File: src/rtl/pbd_pkg.sv
// pbd_pkg: shared types, widths and state encoding for the packet buffer drop block.
// No dependencies; used by packet_buffer_drop_sim.
`default_nettype none
package pbd_pkg;

  localparam int DEPTH_DEF = 64;
  localparam int TIME_W    = 32;
  localparam int DUR_W     = 16;
  localparam int CAP_W     = 7;
  localparam logic [CAP_W-1:0] CAP_RST = 7'd64;

  typedef struct packed {
    logic [TIME_W-1:0] arrival_tick;
    logic [DUR_W-1:0]  duration;
  } in_t;

  typedef struct packed {
    logic              dropped;
    logic [TIME_W-1:0] begin_tick;
  } out_t;

  typedef enum logic {
    ST_IDLE  = 1'b0,
    ST_CHECK = 1'b1
  } state_t;

endpackage
`default_nettype wire

File: src/rtl/packet_buffer_drop_sim.sv
// packet_buffer_drop_sim: bounded-buffer packet drop model with a ring of finish times.
// Depends on pbd_pkg (types, widths, state enum).
//
//  channel | ports                          | transfer when
//  --------+--------------------------------+------------------------------
//  input   | start, busy, in_data           | start && !busy
//  result  | out_valid, out_data            | out_valid (one cycle, no stall)
//  config  | cfg_valid, cfg_ready, cfg_data | cfg_valid && cfg_ready
//
// An item is accepted in IDLE and then compared in CHECK: each compare of the
// ring head against the arrival in the shared comparator that finds it expired
// retires that entry, and the last compare makes the decision and the append.
// Retiring is bounded by the single-ported ring read, one entry per cycle.
// The result strobe is registered from the decision; a new item may be
// accepted while it is high. Reset (synchronous, rst_n low) empties the ring
// by clearing head, tail and occupancy; ring contents are not cleared.
`default_nettype none
module packet_buffer_drop_sim #(
  parameter int DEPTH = pbd_pkg::DEPTH_DEF
) (
  input  wire                          clk,
  input  wire                          rst_n,
  input  wire                          start,
  output logic                         busy,
  input  wire pbd_pkg::in_t            in_data,
  output logic                         out_valid,
  output pbd_pkg::out_t                out_data,
  input  wire                          cfg_valid,
  output logic                         cfg_ready,
  input  wire [pbd_pkg::CAP_W-1:0]     cfg_data
);

  localparam int AW = (DEPTH > 1) ? $clog2(DEPTH) : 1;       // ring index width
  localparam int OW = $clog2(DEPTH + 1);                      // occupancy width
  localparam int CW = (OW > pbd_pkg::CAP_W) ? OW : pbd_pkg::CAP_W;
  localparam logic [AW-1:0] LAST_IDX  = AW'(DEPTH - 1);
  localparam logic [CW-1:0] DEPTH_CAP = CW'(DEPTH);
  localparam int TW = pbd_pkg::TIME_W;

  // ring of finish times, oldest at head
  logic [TW-1:0] ring_mem [DEPTH];
  logic [TW-1:0] rd_data_r;

  pbd_pkg::state_t state_r, state_nxt;
  logic [AW-1:0] head_r, head_nxt;
  logic [AW-1:0] tail_r, tail_nxt;
  logic [OW-1:0] occ_r, occ_nxt;
  logic [TW-1:0] last_fin_r, last_fin_nxt;
  logic [pbd_pkg::CAP_W-1:0] cap_r;
  pbd_pkg::in_t  item_r;
  logic          out_valid_r, out_valid_nxt;
  pbd_pkg::out_t out_data_r, out_data_nxt;

  logic          accept;
  logic          retire;
  logic          full;
  logic          wr_en;
  logic [CW-1:0] cap_eff;
  logic [TW-1:0] start_t;
  logic [TW:0]   sum;
  logic [TW-1:0] fin;

  assign accept    = start && (state_r == pbd_pkg::ST_IDLE);
  assign busy      = (state_r != pbd_pkg::ST_IDLE);
  assign cfg_ready = (state_r == pbd_pkg::ST_IDLE);
  assign out_valid = out_valid_r;
  assign out_data  = out_data_r;

  // shared compare / saturating add
  assign retire  = (occ_r != '0) && (rd_data_r <= item_r.arrival_tick);
  assign cap_eff = (CW'(cap_r) > DEPTH_CAP) ? DEPTH_CAP : CW'(cap_r);
  assign full    = (CW'(occ_r) >= cap_eff);
  assign start_t = (occ_r == '0) ? item_r.arrival_tick : last_fin_r;
  assign sum     = {1'b0, start_t} + (TW + 1)'(item_r.duration);
  assign fin     = sum[TW] ? {TW{1'b1}} : sum[TW-1:0];
  assign wr_en   = (state_r == pbd_pkg::ST_CHECK) && !retire && !full;

  // next state
  always_comb begin
    state_nxt = state_r;
    unique case (state_r)
      pbd_pkg::ST_IDLE: begin
        if (accept) state_nxt = pbd_pkg::ST_CHECK;
      end
      pbd_pkg::ST_CHECK: begin
        if (!retire) state_nxt = pbd_pkg::ST_IDLE;
      end
      default: state_nxt = pbd_pkg::ST_IDLE;
    endcase
  end

  // datapath and outputs
  always_comb begin
    head_nxt      = head_r;
    tail_nxt      = tail_r;
    occ_nxt       = occ_r;
    last_fin_nxt  = last_fin_r;
    out_valid_nxt = 1'b0;
    out_data_nxt  = out_data_r;
    unique case (state_r)
      pbd_pkg::ST_IDLE: begin
      end
      pbd_pkg::ST_CHECK: begin
        if (retire) begin
          head_nxt = (head_r == LAST_IDX) ? '0 : head_r + AW'(1);
          occ_nxt  = occ_r - OW'(1);
        end else begin
          out_valid_nxt = 1'b1;
          if (full) begin
            out_data_nxt.dropped    = 1'b1;
            out_data_nxt.begin_tick = item_r.arrival_tick;
          end else begin
            out_data_nxt.dropped    = 1'b0;
            out_data_nxt.begin_tick = start_t;
            tail_nxt     = (tail_r == LAST_IDX) ? '0 : tail_r + AW'(1);
            occ_nxt      = occ_r + OW'(1);
            last_fin_nxt = fin;
          end
        end
      end
      default: begin
      end
    endcase
  end

  always_ff @(posedge clk) begin
    if (!rst_n) begin
      state_r     <= pbd_pkg::ST_IDLE;
      head_r      <= '0;
      tail_r      <= '0;
      occ_r       <= '0;
      last_fin_r  <= '0;
      cap_r       <= pbd_pkg::CAP_RST;
      out_valid_r <= 1'b0;
    end else begin
      state_r     <= state_nxt;
      head_r      <= head_nxt;
      tail_r      <= tail_nxt;
      occ_r       <= occ_nxt;
      last_fin_r  <= last_fin_nxt;
      out_valid_r <= out_valid_nxt;
      if (cfg_valid && cfg_ready) cap_r <= cfg_data;
    end
  end

  // payload registers
  always_ff @(posedge clk) begin
    if (accept) item_r <= in_data;
    out_data_r <= out_data_nxt;
  end

  // ring: one write, one registered read that follows the next head
  always_ff @(posedge clk) begin
    if (wr_en) ring_mem[tail_r] <= fin;
    rd_data_r <= ring_mem[head_nxt];
  end

  a_occ_bound: assert property (@(posedge clk) disable iff (!rst_n)
    CW'(occ_r) <= DEPTH_CAP)
    else $error("occupancy above ring depth");

  a_out_after_check: assert property (@(posedge clk) disable iff (!rst_n)
    out_valid_r |-> $past(state_r == pbd_pkg::ST_CHECK))
    else $error("result strobe without a decision");

  a_drop_start: assert property (@(posedge clk) disable iff (!rst_n)
    (out_valid_r && out_data_r.dropped) |->
      (out_data_r.begin_tick == item_r.arrival_tick))
    else $error("dropped packet start differs from arrival");

  a_accept_busy: assert property (@(posedge clk) disable iff (!rst_n)
    accept |=> busy)
    else $error("not busy after accepting an item");

endmodule
`default_nettype wire

File: config.mk
export PLATFORM = sky130hd
export DESIGN_NAME = packet_buffer_drop_sim
export DESIGN_NICKNAME = d
export VERILOG_FILES = /design/src/rtl/pbd_pkg.sv /design/src/rtl/packet_buffer_drop_sim.sv
export SDC_FILE = /design/constraint.sdc
export NUM_CORES = 2
export LEC_CHECK = 0
export BUFFER_PORTS_ARGS = -buffer_cell sky130_fd_sc_hd__clkbuf_2
export CAP_MARGIN = 20
export CORE_ASPECT_RATIO = 1.1
export CORE_MARGIN = 2
export CORE_UTILIZATION = 45
export DETAILED_ROUTE_END_ITERATION = 10
export RECOVER_POWER = 25
export SETUP_SLACK_MARGIN = 0.15
export SYNTH_ARGS = -nofsm -noshare
export SYNTH_HDL_FRONTEND = slang
export SYNTH_SLANG_ARGS = --single-unit
File: constraint.sdc
create_clock -name clk -period 20.5 [get_ports clk]
set_input_delay 4.1 -clock clk [delete_from_list [all_inputs] [get_ports clk]]
set_output_delay 4.1 -clock clk [all_outputs]
set_load 0.1 [all_outputs]
==> flow_metrics.py <==
metrics = {
    "global_routing": {
        "grt_antenna_before_repair": 17,
        "grt_max_degree": 124,
        "overflow": 0,
        "grt_pass1_wl_um": 362000,
        "grt_pass1_vias": 49200,
        "grt_use_total": 0.255,
    },
    "critical_path": {
        "critPathMaxFanout": 70,
        "reg2reg_slack_ps": 10700,
        "start_kind": "register",
        "cp_data_required_time_ps": 20740,
        "cp_data_arrival_time_ps": 10040,
        "worst_setup_path_end_kind": "register",
        "critPathKind": "reg2reg",
    },
    "timing": {
        "max_slew_margin": -1.62,
        "clock_skew_ps": 30.3,
        "max_freq_mhz": 102,
        "fin_crit_sh": 0.478,
        "slew_violations": 1160,
        "fin_setup_tns_ps": 0,
        "fin_ws_ps": 10700,
        "rsz0062_at_grt": "false",
        "period_needed_ps": 9800,
        "setup_viol": 0,
        "worst_pin_slew_ps": 3930,
        "hold_viol": 0,
    },
    "drt": {
        "wl_per_cell_um": 30.8,
        "drt_iter0_drc": 6758,
        "vias": 51200,
        "antenna_left": 0,
        "drc_errors": 0,
        "vias_per_cell": 6.12,
        "dr.pass1.iters": 5,
        "wl_um": 258000,
    },
    "final_layout": {
        "fin_util": 0.507,
        "area_delta_synth_final_pct": 12.0,
        "nets": 5724,
        "seqCellArea_sq_um": 65800,
        "fill_cells": 15800,
        "finalNonFillerCells": 8364,
        "drive_gt1_frac": 0.156,
        "multi_input_area_sq_um": 21200,
    },
    "yosys": {
        "synth_edf_count": 2129,
        "ys_seq_area_frac": 0.744,
        "syn_area_sq_um": 88400,
        "synth.distinct_cells": 82,
        "syn_inst": 5438,
        "avgSynthCellArea_sq_um": 16.2,
        "async_flop_share": 0,
        "yosys_warnings": 0,
        "ys.flop_type": "edfxtp_1",
        "syn_nets": 5561,
        "synth_seq_cells": 2221,
    },
    "placed_design": {
        "gp_congestion": 0.822,
        "place_inst": 7955,
        "hpwl_um": 136000,
        "pre_cts_ws_ps": 13020,
        "portBuffers": 94,
    },
    "clock_tree": {
        "htree_levels": 4,
        "ctsRootBufferMaster": "clkbuf_16",
        "cts_tree": "done",
        "clk_path_buf_depth": 3,
        "numCtsBuffers": 208,
        "worstSkewPairLatency_ps": 860,
        "clk_pin_slew_worst_paths_ps": 60,
        "clock_sinks": 2221,
        "post_cts_buffers": 0,
        "cts_hold_buf": 0,
        "cts.repair.resized": 0,
    },
    "power_and_ir_drop": {
        "ir_drop_mv": 0.177,
        "leakage_nw": 33.3,
        "pwr_density_cell_nw_per_um2": 153,
    },
    "outcome": {
        "status": "complete, but fails checks",
        "violations": "max-capacitance violations, max-slew violations",
    },
    "floorplan": {
        "die_width_um": 427,
        "core_sq_um": 195000,
        "chipHeight_um": 469,
        "io_pins": 95,
        "start_util": 0.453,
        "dieArea_sq_um": 200000,
        "rows": 170,
    },
    "flow_run": {
        "cap_violations": 43,
    },
    "min_path": {
        "hold_class": "reg2reg",
    },
}
## layer usage
| metal | track usage | routed length, um | up-vias |
|---|---|---|---|
| li1 | - | - | 21400 |
| met3 | 0.0489 | 24400 | 519 |
| met2 | 0.412 | 123000 | 2720 |
| met4 | 0.0854 | 8770 | 12 |
| met5 | 0 | 95 | - |
| met1 | 0.349 | 102000 | 26500 |
## critical path: stages, from the launching register on
cell	delay (ps)
dfxtp_1	420
nor3_1	100
nand2_2	70
clkbuf_1	2260
o21ai_0	540
ha_1	520
nor2b_1	150
o21ai_0	220
a21boi_0	130
o21ai_0	250
a21boi_0	170
o2111ai_1	470
a211oi_1	180
clkbuf_1	230
o211ai_1	250
clkbuf_1	1790
nand2_2	1330
## cell usage in the layout, fill, tap and decap left out, types with 15 or more instances in the layout
| cell type | netlist | routed |
|---|---|---|
| a21o_1 | 15 | 15 |
| a21oi_1 | 439 | 439 |
| a31oi_1 | 26 | 26 |
| and3_1 | 22 | 22 |
| buf_12 | 3 | 28 |
| buf_4 | 32 | 107 |
| clkbuf_1 | 112 | 114 |
| clkbuf_16 | 0 | 212 |
| clkbuf_2 | 0 | 69 |
| clkinv_1 | 0 | 54 |
| clkinv_2 | 0 | 34 |
| dfxtp_1 | 92 | 92 |
| edfxtp_1 | 2129 | 2129 |
| ha_1 | 62 | 62 |
| inv_1 | 52 | 52 |
| mux2_2 | 19 | 15 |
| mux2i_1 | 131 | 127 |
| mux4_2 | 292 | 292 |
| nand2_1 | 896 | 878 |
| nand2_2 | 0 | 17 |
| nand2b_1 | 25 | 24 |
| nand3_1 | 67 | 67 |
| nor2_1 | 183 | 140 |
| nor2_4 | 0 | 41 |
| nor2b_1 | 24 | 24 |
| nor3_1 | 158 | 158 |
| nor4_1 | 56 | 56 |
| o2111ai_1 | 18 | 18 |
| o211a_1 | 16 | 16 |
| o21ai_0 | 84 | 83 |
| o21ai_1 | 17 | 17 |
| o221ai_1 | 46 | 46 |
| o22ai_1 | 52 | 52 |
| xnor2_1 | 26 | 23 |
## sequential cells by signal (all words and copies together), names as in the netlist
signal / cells
busy: 1
cap_r: 7
head_r: 6
item_r: 48
last_fin_r: 32
occ_r: 7
out_data: 33
out_valid: 1
rd_data_r: 32
ring_mem: 2048
tail_r: 6
## final timing paths
kind / cells past startpoint / endpoint / start
max: 16 / ring_mem[41][9]$_DFFE_PP_ / occ_r[1]$_SDFFE_PN0P_
min: 1 / last_fin_r[3]$_SDFFE_PN0P_ / last_fin_r[3]$_SDFFE_PN0P_
max reg2reg: 16 / ring_mem[41][9]$_DFFE_PP_ / occ_r[1]$_SDFFE_PN0P_
min reg2reg: 1 / last_fin_r[3]$_SDFFE_PN0P_ / last_fin_r[3]$_SDFFE_PN0P_
## per-stage QoR
stage | total power, mW | area, sq um | hold WS [ps]
floorplan | 9.86 | 88400 | 454
global placement | 11.2 | 92400 | 484
detailed placement | 11.3 | 92400 | 486
CTS | 15.1 | 99000 | 501
global route | 15.7 | 98900 | 512
finish | 15.2 | 98900 | 502
## Yosys cell counts, types with 18 or more instances
master     number  share of area
mux2_2         19         0.0024
dfxtp_1        92          0.021
buf_4          32         0.0027
nor2_1        183         0.0078
ha_1           62         0.0088
nor2b_1        24         0.0017
nor3_1        158         0.0089
clkbuf_1      112         0.0048
edfxtp_1     2129           0.72
nand3_1        67         0.0038
a31oi_1        26         0.0018
and3_1         22         0.0016
nand2_1       896          0.038
mux2i_1       131          0.015
nand2b_1       25         0.0018
nor4_1         56         0.0040
xnor2_1        26         0.0026
o2111ai_1      18         0.0018
a21oi_1       439          0.025
inv_1          52         0.0022
o22ai_1        52         0.0037
buf_1          45         0.0019
mux4_2        292          0.074
o221ai_1       46         0.0046
buf_2          90         0.0051
o21ai_0        84         0.0048
## layout make-up
class                      instances  share of cell area
tap                             2580              0.0326
multi-input combinational       2855               0.215
clock buffer                     272              0.0563
inverter                          52             0.00197
clock inverter                   118             0.00990
antenna                            3           0.0000759
sequential                      2221               0.665
timing repair buffer             263              0.0198
## report_power, final
part           internal (mW)  switching (mW)  leakage, nW
combinational           1.10            3.26         10.1
clock                   2.09            1.67         3.20
sequential              7.00          0.0675         20.0
total                   10.2            5.00         33.3
## logic make-up after synthesis
group,share of synthesized area
buffers and inverters,0.0214
and+or+nand+nor,0.0718
muxes,0.0917
xor gates and xnor gates,0.00406
DFF,0.744
adders and majority gates,0.00923
AOI/OAI and AO/OA,0.0575
(Power assumes the default switching activity.)
